## config.mk

```make
export PLATFORM = sky130hd
export DESIGN_NAME = pps_div
export DESIGN_NICKNAME = d
export VERILOG_FILES = /design/src/hdl/pps_pkg.sv /design/src/hdl/pps_div.sv
export SDC_FILE = /design/constraint.sdc
export NUM_CORES = 1
export LEC_CHECK = 0
export BUFFER_PORTS_ARGS = -buffer_cell sky130_fd_sc_hd__buf_2
export CAP_MARGIN = 0
export CORE_MARGIN = 4
export CORE_UTILIZATION = 35
export CTS_BUF_LIST = sky130_fd_sc_hd__clkbuf_4
export CTS_CLUSTER_DIAMETER = 40
export DETAILED_ROUTE_END_ITERATION = 10
export GPL_TIMING_DRIVEN = 0
export PLACE_DENSITY = 0.52
export SETUP_SLACK_MARGIN = 0.02
export SLEW_MARGIN = 20
export SYNTH_ARGS = -nofsm -noshare
export SYNTH_HDL_FRONTEND = slang
export SYNTH_SLANG_ARGS = --single-unit
```

## constraint.sdc

```tcl
create_clock -name clk -period 6 [get_ports clk]
set_clock_uncertainty 0.05 [all_clocks]
set_input_delay 1.2 -clock clk [delete_from_list [all_inputs] [get_ports clk]]
set_output_delay 1.2 -clock clk [all_outputs]
set_load 0.03 [all_outputs]
```

## src/hdl/pps_pkg.sv

```systemverilog
// pps_pkg: shared types, constants and tables of the pure pursuit steering core
// used by pps_cordic, pps_div and pure_pursuit_steering_core; depends on nothing

package pps_pkg;

	// default path storage depth
	localparam int PATH_DEPTH_DEF = 64;

	// register reset values
	localparam logic [30:0] CRUISE_RST = 31'd32768;
	localparam logic [30:0] GTOL_RST   = 31'd6554;
	localparam logic [30:0] LOOK_RST   = 31'd65536;
	localparam logic [14:0] HTOL_RST   = 15'd5215;

	typedef enum logic [2:0] {
		CFG_CRUISE    = 3'd0,
		CFG_GOAL_TOL  = 3'd1,
		CFG_LOOKAHEAD = 3'd2,
		CFG_HEAD_TOL  = 3'd3,
		CFG_GOAL_X    = 3'd4,
		CFG_GOAL_Y    = 3'd5,
		CFG_PATH_LEN  = 3'd6
	} cfg_idx_t;

	typedef enum logic [1:0] {
		STAT_ARRIVED = 2'd0,
		STAT_ROTATE  = 2'd1,
		STAT_TRACK   = 2'd2,
		STAT_EMPTY   = 2'd3
	} status_t;

	typedef enum logic {
		CMD_LOAD = 1'b0,
		CMD_STEP = 1'b1
	} cmd_t;

	// cordic datapath
	localparam int COR_W     = 38;
	localparam int COR_ZW    = 34;
	localparam int COR_STEPS = 24;
	localparam logic signed [COR_ZW-1:0] QUARTER_TURN = 34'sd1073741824;

	// 1/K of the cordic in Q16
	localparam logic signed [16:0] INV_GAIN_Q16 = 17'sd39797;

	// 0.001 in Q32.32
	localparam logic [63:0] DIST2_FLOOR = 64'd4294967;

	// rotated offset scale product and divider numerator
	localparam int PROD_W = 67;
	localparam int NUM_W  = PROD_W + 16;
	localparam int HI_W   = NUM_W - 64;

	// atan(2^-i) in 32-bit turns
	function automatic logic [29:0] atan_turn(input logic [4:0] i);
		logic [29:0] v;
		case (i)
			5'd0:  v = 30'd536870912;
			5'd1:  v = 30'd316933406;
			5'd2:  v = 30'd167458907;
			5'd3:  v = 30'd85004756;
			5'd4:  v = 30'd42667331;
			5'd5:  v = 30'd21354465;
			5'd6:  v = 30'd10679838;
			5'd7:  v = 30'd5340245;
			5'd8:  v = 30'd2670163;
			5'd9:  v = 30'd1335087;
			5'd10: v = 30'd667544;
			5'd11: v = 30'd333772;
			5'd12: v = 30'd166886;
			5'd13: v = 30'd83443;
			5'd14: v = 30'd41722;
			5'd15: v = 30'd20861;
			5'd16: v = 30'd10430;
			5'd17: v = 30'd5215;
			5'd18: v = 30'd2608;
			5'd19: v = 30'd1304;
			5'd20: v = 30'd652;
			5'd21: v = 30'd326;
			5'd22: v = 30'd163;
			5'd23: v = 30'd81;
			default: v = 30'd0;
		endcase
		return v;
	endfunction

	typedef struct packed {
		logic                     vec;
		logic signed [COR_W-1:0]  x;
		logic signed [COR_W-1:0]  y;
		logic signed [15:0]       heading;
	} cor_req_t;

	typedef struct packed {
		logic                     done;
		logic signed [COR_W-1:0]  x;
		logic signed [COR_W-1:0]  y;
		logic signed [15:0]       ang;
	} cor_rsp_t;

	typedef struct packed {
		logic [HI_W-1:0] hi;
		logic [63:0]     lo;
		logic [63:0]     den;
	} div_req_t;

	typedef struct packed {
		logic        done;
		logic        sat;
		logic [63:0] quo;
	} div_rsp_t;

endpackage

```

## src/hdl/pps_div.sv

```systemverilog
// pps_div: restoring divider, one quotient bit per cycle, saturation on overflow
// depends on pps_pkg for the request/response structs

module pps_div (
	input  logic              clk,
	input  logic              arst_n,
	input  logic              start,
	input  pps_pkg::div_req_t req,
	output pps_pkg::div_rsp_t rsp
);
	logic [63:0] r_q, lo_q, q_q, den_q;
	logic [64:0] rr;
	logic [5:0]  cnt_q;
	logic        busy_q, done_q, sat_q, ge;

	assign rr = {r_q, lo_q[63]};
	assign ge = rr >= {1'b0, den_q};

	always_ff @(posedge clk or negedge arst_n) begin
		if (!arst_n) begin
			busy_q <= 1'b0;
			done_q <= 1'b0;
			sat_q  <= 1'b0;
			cnt_q  <= '0;
			r_q    <= '0;
			lo_q   <= '0;
			q_q    <= '0;
			den_q  <= '0;
		end else if (start) begin
			den_q <= req.den;
			lo_q  <= req.lo;
			r_q   <= 64'(req.hi);
			q_q   <= '0;
			cnt_q <= '0;
			if (64'(req.hi) >= req.den) begin
				// quotient would not fit
				sat_q  <= 1'b1;
				done_q <= 1'b1;
				busy_q <= 1'b0;
			end else begin
				sat_q  <= 1'b0;
				done_q <= 1'b0;
				busy_q <= 1'b1;
			end
		end else if (busy_q) begin
			r_q  <= ge ? 64'(rr - {1'b0, den_q}) : rr[63:0];
			q_q  <= {q_q[62:0], ge};
			lo_q <= {lo_q[62:0], 1'b0};
			if (cnt_q == 6'd63) begin
				busy_q <= 1'b0;
				done_q <= 1'b1;
			end else begin
				cnt_q <= cnt_q + 1'b1;
			end
		end
	end

	assign rsp.done = done_q;
	assign rsp.sat  = sat_q;
	assign rsp.quo  = q_q;

endmodule

```

==> flow_metrics.env <==
export IMPL_utilization=0.419
export IMPL_initialDrtViolationCount=860
export IMPL_ir_drop_mv=0.179
export IMPL_wl_per_cell_um=17.7
export IMPL_clock_sinks=265
export IMPL_initial_core_util=0.353
export IMPL_cp_start_kind="flop"
export IMPL_rr_endpoint="r_q[32]"
export IMPL_drive_gt1_frac=0.175
export IMPL_grt_pass1_wl_um=78400
export IMPL_final_min_clock_period_ns=3.94
export IMPL_fin_ws_ns=2.06
export IMPL_rows=78
export IMPL_final_common_cell="dfrtp_1"
export IMPL_grt_ovfl_total=0
export IMPL_gp_congestion=0.904
export IMPL_clk_latency_ns=0.81
export IMPL_clkTransAtPathRegs_ns=0.06
export IMPL_synth_edff_count=0
export IMPL_die_h_um=222
export IMPL_drv_slew=0
export IMPL_rrSetupSlack_ns=2.06
export IMPL_area_growth_syn_to_layout_pct=18.5
export IMPL_cp_end_kind="flop"
export IMPL_reg2reg_depth=14
export IMPL_run_status="complete, no violations"
export IMPL_final_nets=2339
export IMPL_dp_cells=2622
export IMPL_ys_ff_latch=265
export IMPL_h_tree_depth=3
export IMPL_crit_path_start="lo_q[63]"
export IMPL_yosysSeqAreaShare=0.414
export IMPL_port_buffers=214
export IMPL_cp_endpoint="r_q[32]"
export IMPL_async_reset_ff_frac=1.00
export IMPL_dp_slack_ns=1.67
export IMPL_min_period_over_period=0.657
export IMPL_routed_via_density=5.12
export IMPL_root_buffer="clkbuf_4"
export IMPL_wirelength_um=49100
export IMPL_io_pins=216
export IMPL_cts_resized=0
export IMPL_required_ns=6.62
export IMPL_synthesis_area_um2=16000
export IMPL_cts_buffers=80
export IMPL_dieArea_um2=49200
export IMPL_first_global_vias=14400
export IMPL_syn_instance_count=1805
export IMPL_ys_types=71
export IMPL_tritoncts="yes"
export IMPL_setup_viol=0
export IMPL_fmax_mhz=254
export IMPL_mostFrequentLayoutCells="265 x dfrtp_1, 262 x nand2_1, 221 x buf_2"
export IMPL_synth_warning_count=0
export IMPL_hold_class="in2async"
export IMPL_r2r_start="lo_q[63]"
export IMPL_fin_tns_setup_ns=0
export IMPL_rsz0062_at_grt="false"
export IMPL_synth_ff_type="dfrtp_1"
export IMPL_crit_type="reg2reg"
export IMPL_syn_area_per_cell_um2=8.87
export IMPL_antenna_found_initial=4
export IMPL_total_power_uw=7760
export IMPL_p_leak_uw=0.00961
export IMPL_cts_setup_buffers=0
export IMPL_die_x_um=222
export IMPL_firstDrtPassIters=5
export IMPL_power_density_nw_per_um2=409
export IMPL_max_cap_viol_count=0
export IMPL_dpl_hpwl_um=37700
export IMPL_grtUsageTotal=0.195
export IMPL_drc=0
export IMPL_crit_arrival_ns=4.56
export IMPL_vias=14200
export IMPL_clk_path_buf_depth=3
export IMPL_core_area_um2=45300
export IMPL_antenna_left=0
export IMPL_relSlewSlack=0.292
export IMPL_hold_viol_final=0
export IMPL_worst_pin_slew_ns=1.05
export IMPL_grt_max_degree=87
export IMPL_hold_buffers=0
export IMPL_final_cells=2768
export IMPL_syn_num_nets=2040
export IMPL_crit_fanout=4
## registers in the layout (all words and copies together), names as in the netlist
| register | cells |
|---|---|
| den_q | 64 |
| done_q | 1 |
| r_q | 64 |
| q_q | 64 |
| cnt_q | 6 |
| sat_q | 1 |
| busy_q | 1 |
| lo_q | 64 |
## final cells by class
cell class                 count  area [um^2]
multi-input combinational   1325         8490
clock inverter                31          201
buffer                       107          479
inverter                     108          405
antenna                        5         12.5
tap                          600          751
timing repair buffer         217         1160
fill                        4705        26300
clock buffer                 110          826
sequential                   265         6630
## power breakdown
part | leakage [uW] | total [uW] | switching, uW | internal, uW
clock network | 0.000596 | 1800 | 853 | 943
registers | 0.00340 | 2250 | 196 | 2050
logic | 0.00562 | 3710 | 2250 | 1470
## critical path: stages (launching register included)
cell      delay (ns)
dfrtp_1         0.38
inv_1           0.08
ha_1            0.17
inv_1           0.06
fa_1            0.40
a21oi_1         0.26
o211ai_1        0.19
a22o_1          0.29
a221oi_1        0.61
nor2_1          0.13
a2111o_1        0.47
a21oi_1         0.25
xnor2_1         0.15
nand2_1         0.07
a311oi_1        0.28
## through the flow
| step | instance area (um^2) | hold slack [ns] |
|---|---|---|
| after detailed placement | 17900 | 0.443 |
| after floorplan | 16000 | 0.407 |
| after global placement | 17800 | 0.445 |
| after global routing | 19000 | 0.265 |
| after CTS | 18900 | 0.248 |
| final | 19000 | 0.301 |
## per-layer routing
| metal | GRT usage | wire [um] |
|---|---|---|
| met3 | 0.0402 | 2120 |
| met2 | 0.304 | 22100 |
| met5 | 0 | 0 |
| met1 | 0.271 | 23200 |
| met4 | 0.0686 | 1590 |
## kinds of logic (layout without fill, tap and decap cells)
family                   count (synthesis)  after routing  synth area share
AO/OA/AOI/OAI                          464            464             0.182
XOR/XNOR                                59             59            0.0323
adder cells (fa/ha/maj)                 85             85            0.0669
buffers and inverters                  215            573            0.0553
flip-flops                             265            265             0.414
multiplexers                           148            148            0.0927
other                                    0              5                 0
AND/OR/NAND/NOR                        569            569             0.157
## cell usage after synthesis, types with 9 or more instances
cell type	instances	share of area
ha_1	84	0.066
o21bai_1	17	0.0080
nor3b_1	24	0.011
nor2b_1	16	0.0063
inv_1	108	0.025
nor4_1	14	0.0055
o21a_1	14	0.0066
a211oi_1	10	0.0047
nand4_1	21	0.0082
dfrtp_1	265	0.41
a31oi_1	12	0.0047
nor3_1	17	0.0053
o211ai_1	9	0.0042
clkbuf_1	71	0.017
mux2i_1	146	0.091
buf_1	13	0.0030
buf_4	13	0.0061
nor2_1	165	0.039
a311oi_1	36	0.020
nand2_1	262	0.061
o21ai_0	183	0.057
xor2_1	22	0.012
xnor2_1	37	0.020
a21oi_1	97	0.030
nand3_1	11	0.0034
a21o_1	29	0.014
## how the worst min path moves through the flow
stage	from	end	slack (ns)	cells after the start
finish	arst_n	den_q[35]	0.30	1
global placement	done_q	done_q	0.44	2
CTS	arst_n	den_q[35]	0.25	1
global route	arst_n	den_q[35]	0.27	1
detailed placement	sat_q	sat_q	0.44	2
floorplan	sat_q	sat_q	0.41	2
Power figures use the tool's default switching activity.
