## config.mk

```make
export PLATFORM = sky130hd
export DESIGN_NAME = pps_cordic
export DESIGN_NICKNAME = d
export VERILOG_FILES = /design/src/hdl/pps_pkg.sv /design/src/hdl/pps_cordic.sv
export SDC_FILE = /design/constraint.sdc
export NUM_CORES = 1
export LEC_CHECK = 0
export BUFFER_PORTS_ARGS = -buffer_cell sky130_fd_sc_hd__buf_2
export CAP_MARGIN = 20
export CORE_MARGIN = 4
export CORE_UTILIZATION = 50
export DETAILED_ROUTE_END_ITERATION = 10
export PLACE_DENSITY = 0.68
export SYNTH_ARGS = -nofsm -noshare
export SYNTH_HDL_FRONTEND = slang
export SYNTH_SLANG_ARGS = --single-unit
```

## constraint.sdc

```tcl
create_clock -name clk -period 7.9 [get_ports clk]
set_input_delay 0 -clock clk [delete_from_list [all_inputs] [get_ports clk]]
set_output_delay 0 -clock clk [all_outputs]
set_load 0.01 [all_outputs]
```

## src/hdl/pps_pkg.sv

```systemverilog
// pps_pkg: shared types, constants and tables of the pure pursuit steering core
// used by pps_cordic, pps_div and pure_pursuit_steering_core; depends on nothing

package pps_pkg;

	// default path storage depth
	localparam int PATH_DEPTH_DEF = 64;

	// register reset values
	localparam logic [30:0] CRUISE_RST = 31'd32768;
	localparam logic [30:0] GTOL_RST   = 31'd6554;
	localparam logic [30:0] LOOK_RST   = 31'd65536;
	localparam logic [14:0] HTOL_RST   = 15'd5215;

	typedef enum logic [2:0] {
		CFG_CRUISE    = 3'd0,
		CFG_GOAL_TOL  = 3'd1,
		CFG_LOOKAHEAD = 3'd2,
		CFG_HEAD_TOL  = 3'd3,
		CFG_GOAL_X    = 3'd4,
		CFG_GOAL_Y    = 3'd5,
		CFG_PATH_LEN  = 3'd6
	} cfg_idx_t;

	typedef enum logic [1:0] {
		STAT_ARRIVED = 2'd0,
		STAT_ROTATE  = 2'd1,
		STAT_TRACK   = 2'd2,
		STAT_EMPTY   = 2'd3
	} status_t;

	typedef enum logic {
		CMD_LOAD = 1'b0,
		CMD_STEP = 1'b1
	} cmd_t;

	// cordic datapath
	localparam int COR_W     = 38;
	localparam int COR_ZW    = 34;
	localparam int COR_STEPS = 24;
	localparam logic signed [COR_ZW-1:0] QUARTER_TURN = 34'sd1073741824;

	// 1/K of the cordic in Q16
	localparam logic signed [16:0] INV_GAIN_Q16 = 17'sd39797;

	// 0.001 in Q32.32
	localparam logic [63:0] DIST2_FLOOR = 64'd4294967;

	// rotated offset scale product and divider numerator
	localparam int PROD_W = 67;
	localparam int NUM_W  = PROD_W + 16;
	localparam int HI_W   = NUM_W - 64;

	// atan(2^-i) in 32-bit turns
	function automatic logic [29:0] atan_turn(input logic [4:0] i);
		logic [29:0] v;
		case (i)
			5'd0:  v = 30'd536870912;
			5'd1:  v = 30'd316933406;
			5'd2:  v = 30'd167458907;
			5'd3:  v = 30'd85004756;
			5'd4:  v = 30'd42667331;
			5'd5:  v = 30'd21354465;
			5'd6:  v = 30'd10679838;
			5'd7:  v = 30'd5340245;
			5'd8:  v = 30'd2670163;
			5'd9:  v = 30'd1335087;
			5'd10: v = 30'd667544;
			5'd11: v = 30'd333772;
			5'd12: v = 30'd166886;
			5'd13: v = 30'd83443;
			5'd14: v = 30'd41722;
			5'd15: v = 30'd20861;
			5'd16: v = 30'd10430;
			5'd17: v = 30'd5215;
			5'd18: v = 30'd2608;
			5'd19: v = 30'd1304;
			5'd20: v = 30'd652;
			5'd21: v = 30'd326;
			5'd22: v = 30'd163;
			5'd23: v = 30'd81;
			default: v = 30'd0;
		endcase
		return v;
	endfunction

	typedef struct packed {
		logic                     vec;
		logic signed [COR_W-1:0]  x;
		logic signed [COR_W-1:0]  y;
		logic signed [15:0]       heading;
	} cor_req_t;

	typedef struct packed {
		logic                     done;
		logic signed [COR_W-1:0]  x;
		logic signed [COR_W-1:0]  y;
		logic signed [15:0]       ang;
	} cor_rsp_t;

	typedef struct packed {
		logic [HI_W-1:0] hi;
		logic [63:0]     lo;
		logic [63:0]     den;
	} div_req_t;

	typedef struct packed {
		logic        done;
		logic        sat;
		logic [63:0] quo;
	} div_rsp_t;

endpackage

```

## src/hdl/pps_cordic.sv

```systemverilog
// pps_cordic: iterative cordic, one micro-rotation per cycle, rotation or vectoring
// depends on pps_pkg for widths, the atan table and the request/response structs

module pps_cordic (
	input  logic              clk,
	input  logic              arst_n,
	input  logic              start,
	input  pps_pkg::cor_req_t req,
	output pps_pkg::cor_rsp_t rsp
);
	localparam int W  = pps_pkg::COR_W;
	localparam int ZW = pps_pkg::COR_ZW;

	logic signed [W-1:0]  x_q, y_q, xs, ys;
	logic signed [ZW-1:0] z_q, at, zh, z0, zr;
	logic [4:0]           cnt_q;
	logic                 busy_q, done_q, vec_q, zero_q, ccw;

	assign xs = x_q >>> cnt_q;
	assign ys = y_q >>> cnt_q;
	assign at = ZW'(pps_pkg::atan_turn(cnt_q));
	assign ccw = vec_q ? !(y_q > 0) : !z_q[ZW-1];

	assign zh = {{(ZW-32){req.heading[15]}}, req.heading, 16'h0};
	assign z0 = -zh;
	assign zr = z_q + ZW'(32768);

	always_ff @(posedge clk or negedge arst_n) begin
		if (!arst_n) begin
			busy_q <= 1'b0;
			done_q <= 1'b0;
			vec_q  <= 1'b0;
			zero_q <= 1'b0;
			cnt_q  <= '0;
			x_q    <= '0;
			y_q    <= '0;
			z_q    <= '0;
		end else if (start) begin
			busy_q <= 1'b1;
			done_q <= 1'b0;
			vec_q  <= req.vec;
			cnt_q  <= '0;
			zero_q <= req.vec && req.x == '0 && req.y == '0;
			if (req.vec) begin
				// pre-fold the left half plane
				if (req.x[W-1] && !req.y[W-1]) begin
					x_q <= req.y;
					y_q <= -req.x;
					z_q <= pps_pkg::QUARTER_TURN;
				end else if (req.x[W-1]) begin
					x_q <= -req.y;
					y_q <= req.x;
					z_q <= -pps_pkg::QUARTER_TURN;
				end else begin
					x_q <= req.x;
					y_q <= req.y;
					z_q <= '0;
				end
			end else begin
				if (z0 > pps_pkg::QUARTER_TURN) begin
					x_q <= -req.y;
					y_q <= req.x;
					z_q <= z0 - pps_pkg::QUARTER_TURN;
				end else if (z0 < -pps_pkg::QUARTER_TURN) begin
					x_q <= req.y;
					y_q <= -req.x;
					z_q <= z0 + pps_pkg::QUARTER_TURN;
				end else begin
					x_q <= req.x;
					y_q <= req.y;
					z_q <= z0;
				end
			end
		end else if (busy_q) begin
			if (ccw) begin
				x_q <= x_q - ys;
				y_q <= y_q + xs;
				z_q <= z_q - at;
			end else begin
				x_q <= x_q + ys;
				y_q <= y_q - xs;
				z_q <= z_q + at;
			end
			if (cnt_q == 5'(pps_pkg::COR_STEPS - 1)) begin
				busy_q <= 1'b0;
				done_q <= 1'b1;
			end else begin
				cnt_q <= cnt_q + 1'b1;
			end
		end
	end

	assign rsp.done = done_q;
	assign rsp.x    = x_q;
	assign rsp.y    = y_q;
	assign rsp.ang  = zero_q ? 16'sd0 : zr[31:16];

endmodule

```

==> impl_metrics.csv <==
group,metric,value,unit
power_and_ir_drop,vdd_ir_drop_max,0.237,mV
synth,synth.distinct_cells,102,
synth,synth_compound_area_share,30.1,%
route,drc,0,
floorplan,die_x,228,microns
global_route,first_global_vias,26100,
global_route,grt.overflow.total,0,
cells_and_area,layout.nets,3610,
cells_and_area,nFillCells,4502,
synth,netlist.area_leader.share,12.3,%
clock_network,clockBufferDepth,2,
setup_path,cp-end-kind,"flip-flop",
synth,yosys-top-cells-count,"340 x nor2_1, 307 x a21oi_1, 277 x nand2_1",
clock_network,cts.sinks,119,
setup_path,startpoint_type,"flip-flop",
synth,synth.most_common_cell,"nor2_1",
synth,synth_edf_count,0,
cells_and_area,multiInputGateArea,19900,sq um
synth,synth_xor_area_share,9.67,%
synth,synth_flop_cell,"dfrtp_1",
timing,setup_viol,0,
global_route,grt_max_degree,101,
synth,synth_seq_cells,119,
clock_network,numCtsBuffers,17,
hold_path,holdCritPathClass,"in2reg",
power_and_ir_drop,leakagePower,11.0,nW
setup_path,crit_type,"reg2reg",
setup_path,path_max_fanout,36,
cells_and_area,fin_util,55.8,%
clock_network,cts_resized,0,
synth,synth.area.mux_share,14.0,%
timing,hold_viol_final,0,
timing,maxSlewHeadroom,27.9,%
timing,tightest_slew,1.08,ns
floorplan,start_util,50.7,%
power_and_ir_drop,pwr_density_cell,562,nW/um^2
setup_path,cpMaxStageDelayCell,"dfrtp_4",
clock_network,clockRootBuffer,"clkbuf_16",
route,drt_iter0_markers,4631,
setup_path,cp.arrival,7.67,ns
setup_path,cp_data_required_time,8.21,ns
route,drt_pass1_iterations,7,
clock_network,path_clk_slew,0.06,ns
synth,avgSynthCellArea,7.33,sq um
cells_and_area,drive_gt1_share,14.5,%
setup_path,slowest_delay,0.82,ns
status,status,"finished, final reports clean",
route,ant_nets,0,
synth,yosys.area_share.simple,21.2,%
synth,async_reset_ff_share,100,%
flow_run,cap_violations,0,
clock_network,insertion_delay,0.48,ns
timing,period_share,93.1,%
global_route,grt_usage,41.0,%
clock_network,h-tree-depth,4,
synth,seq_area_frac_synth,12.3,%
synth,ys_top_cells_by_area,"dfrtp_1 12%, mux4_2 7.0%, ha_1 6.5%",
timing,rsz0062_at_grt,"false",
floorplan,dieArea,52100,sq um
route,drt_wl_total,113000,microns
synth,ys_warn_count,0,
setup_path,crit_chain,"buf_4, buf_4, mux4_2, a32o_1, a221o_1, a211oi_1, ha_1, nand2_1, o21ai_0, fa_1, a21o_1, a21o_1, a211oi_1, o22ai_1, buf_4, o21ai_0, o21ai_0, a41o_1, o41ai_1, xnor2_1, mux2i_1, o22ai_1",
global_route,grt_pass1_wl,167000,microns
synth,synth_top_family_by_area,"compound AO/OA/AOI/OAI gates",
cells_and_area,area_growth,10.0,%
cells_and_area,regArea,2990,sq um
timing,period_minus_slack,7.35,ns
floorplan,num_rows,80,
synth,synth_top_area_cell,"dfrtp_1",
timing,fmax,136,MHz
timing,setup_tns,0,ns
floorplan,core-area,47800,sq um
synth,synthAdderAreaFrac,6.79,%
global_route,grt_antenna_before_repair,4,
place,place_congestion,1.12,
route,viasPerCell,7.18,
floorplan,io_pins,189,
route,routedWlPerCell,28.1,microns
place,port_buffers,188,
floorplan,die_h,228,microns
synth,synth_nets,3537,
timing,maxSlewViolCount,0,
synth,syn_inst,3311,
clock_network,cts_tree,"built",
place,dp_hpwl,84200,microns
route,vias,28800,
synth,syn_area,24300,sq um
timing,fin_skew,0.0120,ns
[cells in the final DEF (no fill, tap or decap), types with 21 or more instances in the layout]
master and instances:
mux4_2 75, dlygate4sd3_1 51, nand4_1 21, nor3_1 76
o211ai_1 38, buf_2 185, nor2_1 337, a21o_1 58
xnor2_1 147, nand2b_1 30, and3_1 23, a221oi_1 33
nand2_1 277, o21a_1 24, or3_1 56, inv_1 70
nor4_1 24, a211oi_1 54, a21oi_1 307, o22ai_1 70
nand3_1 73, o221ai_1 31, a31oi_1 60, mux2_2 47
mux2i_1 103, buf_4 84, xor2_1 121, o21ai_0 268
dfrtp_1 113, ha_1 127, nor2b_1 36
[metrics by stage]
step	instance area, sq um	power (mW)	hold slack, ns	setup WS, ns	cells
after CTS	26700	14.5	0.00117	0.693	4012
after global placement	25600	13.4	0.112	0.914	3929
final	26700	15.0	0.0267	0.549	4015
after global routing	26700	16.0	0.0412	0.174	4014
after detailed placement	25600	13.5	0.119	0.745	3929
after floorplan	24300	9.95	-0.296	1.57	3311
[registers in the layout (all words and copies together), names as in the netlist]
signal	count
cnt_q	5
zero_q	1
z_q	34
busy_q	1
vec_q	1
y_q	38
done_q	1
x_q	38
[repair_timing]
action / CTS / global route
hold buffers: 51 / 0
setup buffers: 0 / 0
hold endpoints to repair: 97 / 0
[where the power goes]
group / total (mW) / internal, mW / switching, mW
clock network: 0.828 / 0.492 / 0.336
registers: 1.89 / 0.919 / 0.972
logic: 12.3 / 5.12 / 7.19
[path summary, 6_finish.rpt]
path / start / end / slack [ns] / depth (start not counted)
worst max-delay path: cnt_q[0]$_DFFE_PN0P_ / y_q[26]$_DFFE_PN0P_ / 0.55 / 22
max in group asynchronous: arst_n / y_q[3]$_DFFE_PN0P_ / 6.29 / 3
worst max register to register: cnt_q[0]$_DFFE_PN0P_ / y_q[26]$_DFFE_PN0P_ / 0.55 / 22
worst min-delay path: req[37] / x_q[21]$_DFFE_PN0P_ / 0.03 / 4
min in group asynchronous: arst_n / z_q[26]$_DFFE_PN0P_ / 0.18 / 2
worst min register to register: done_q$_DFFE_PN0P_ / done_q$_DFFE_PN0P_ / 0.50 / 2
[per-layer routing]
metal	routed length (microns)	GRT usage, %	vias up
met1	45400	57.5	13600
met5	0	0	-
met2	46700	60.0	2265
li1	-	-	12600
met4	5560	16.9	0
met3	15200	10.6	344
[logic make-up (layout without fill, tap and decap cells)]
kind of cell | after synthesis | in the layout
other | 0 | 3
and+or+nand+nor | 1069 | 1069
AOI/OAI and AO/OA | 1140 | 1140
DFF | 119 | 119
adders and majority gates | 130 | 130
muxes | 239 | 239
buffers and inverters | 346 | 432
xor gates and xnor gates | 268 | 268
[worst max-delay path: cells and delay by family (launching register included)]
kind | cells | cell delay (ns)
AO/OA/AOI/OAI | 13 | 3.73
buffers and inverters | 3 | 0.89
adder cells (fa/ha/maj) | 2 | 0.82
flip-flops | 1 | 0.82
multiplexers | 2 | 0.72
XOR/XNOR | 1 | 0.11
AND/OR/NAND/NOR | 1 | 0.05
[layout make-up]
cell class / instances / area share [%]
diodes: 3 / 0.0281
clock buffers: 20 / 1.75
clock inverters: 12 / 0.529
inverters: 75 / 1.05
multi-input cells: 2846 / 74.5
flip-flops and latches: 119 / 11.2
well taps: 615 / 2.88
repair buffers: 325 / 8.11
Power figures use the tool's default switching activity.
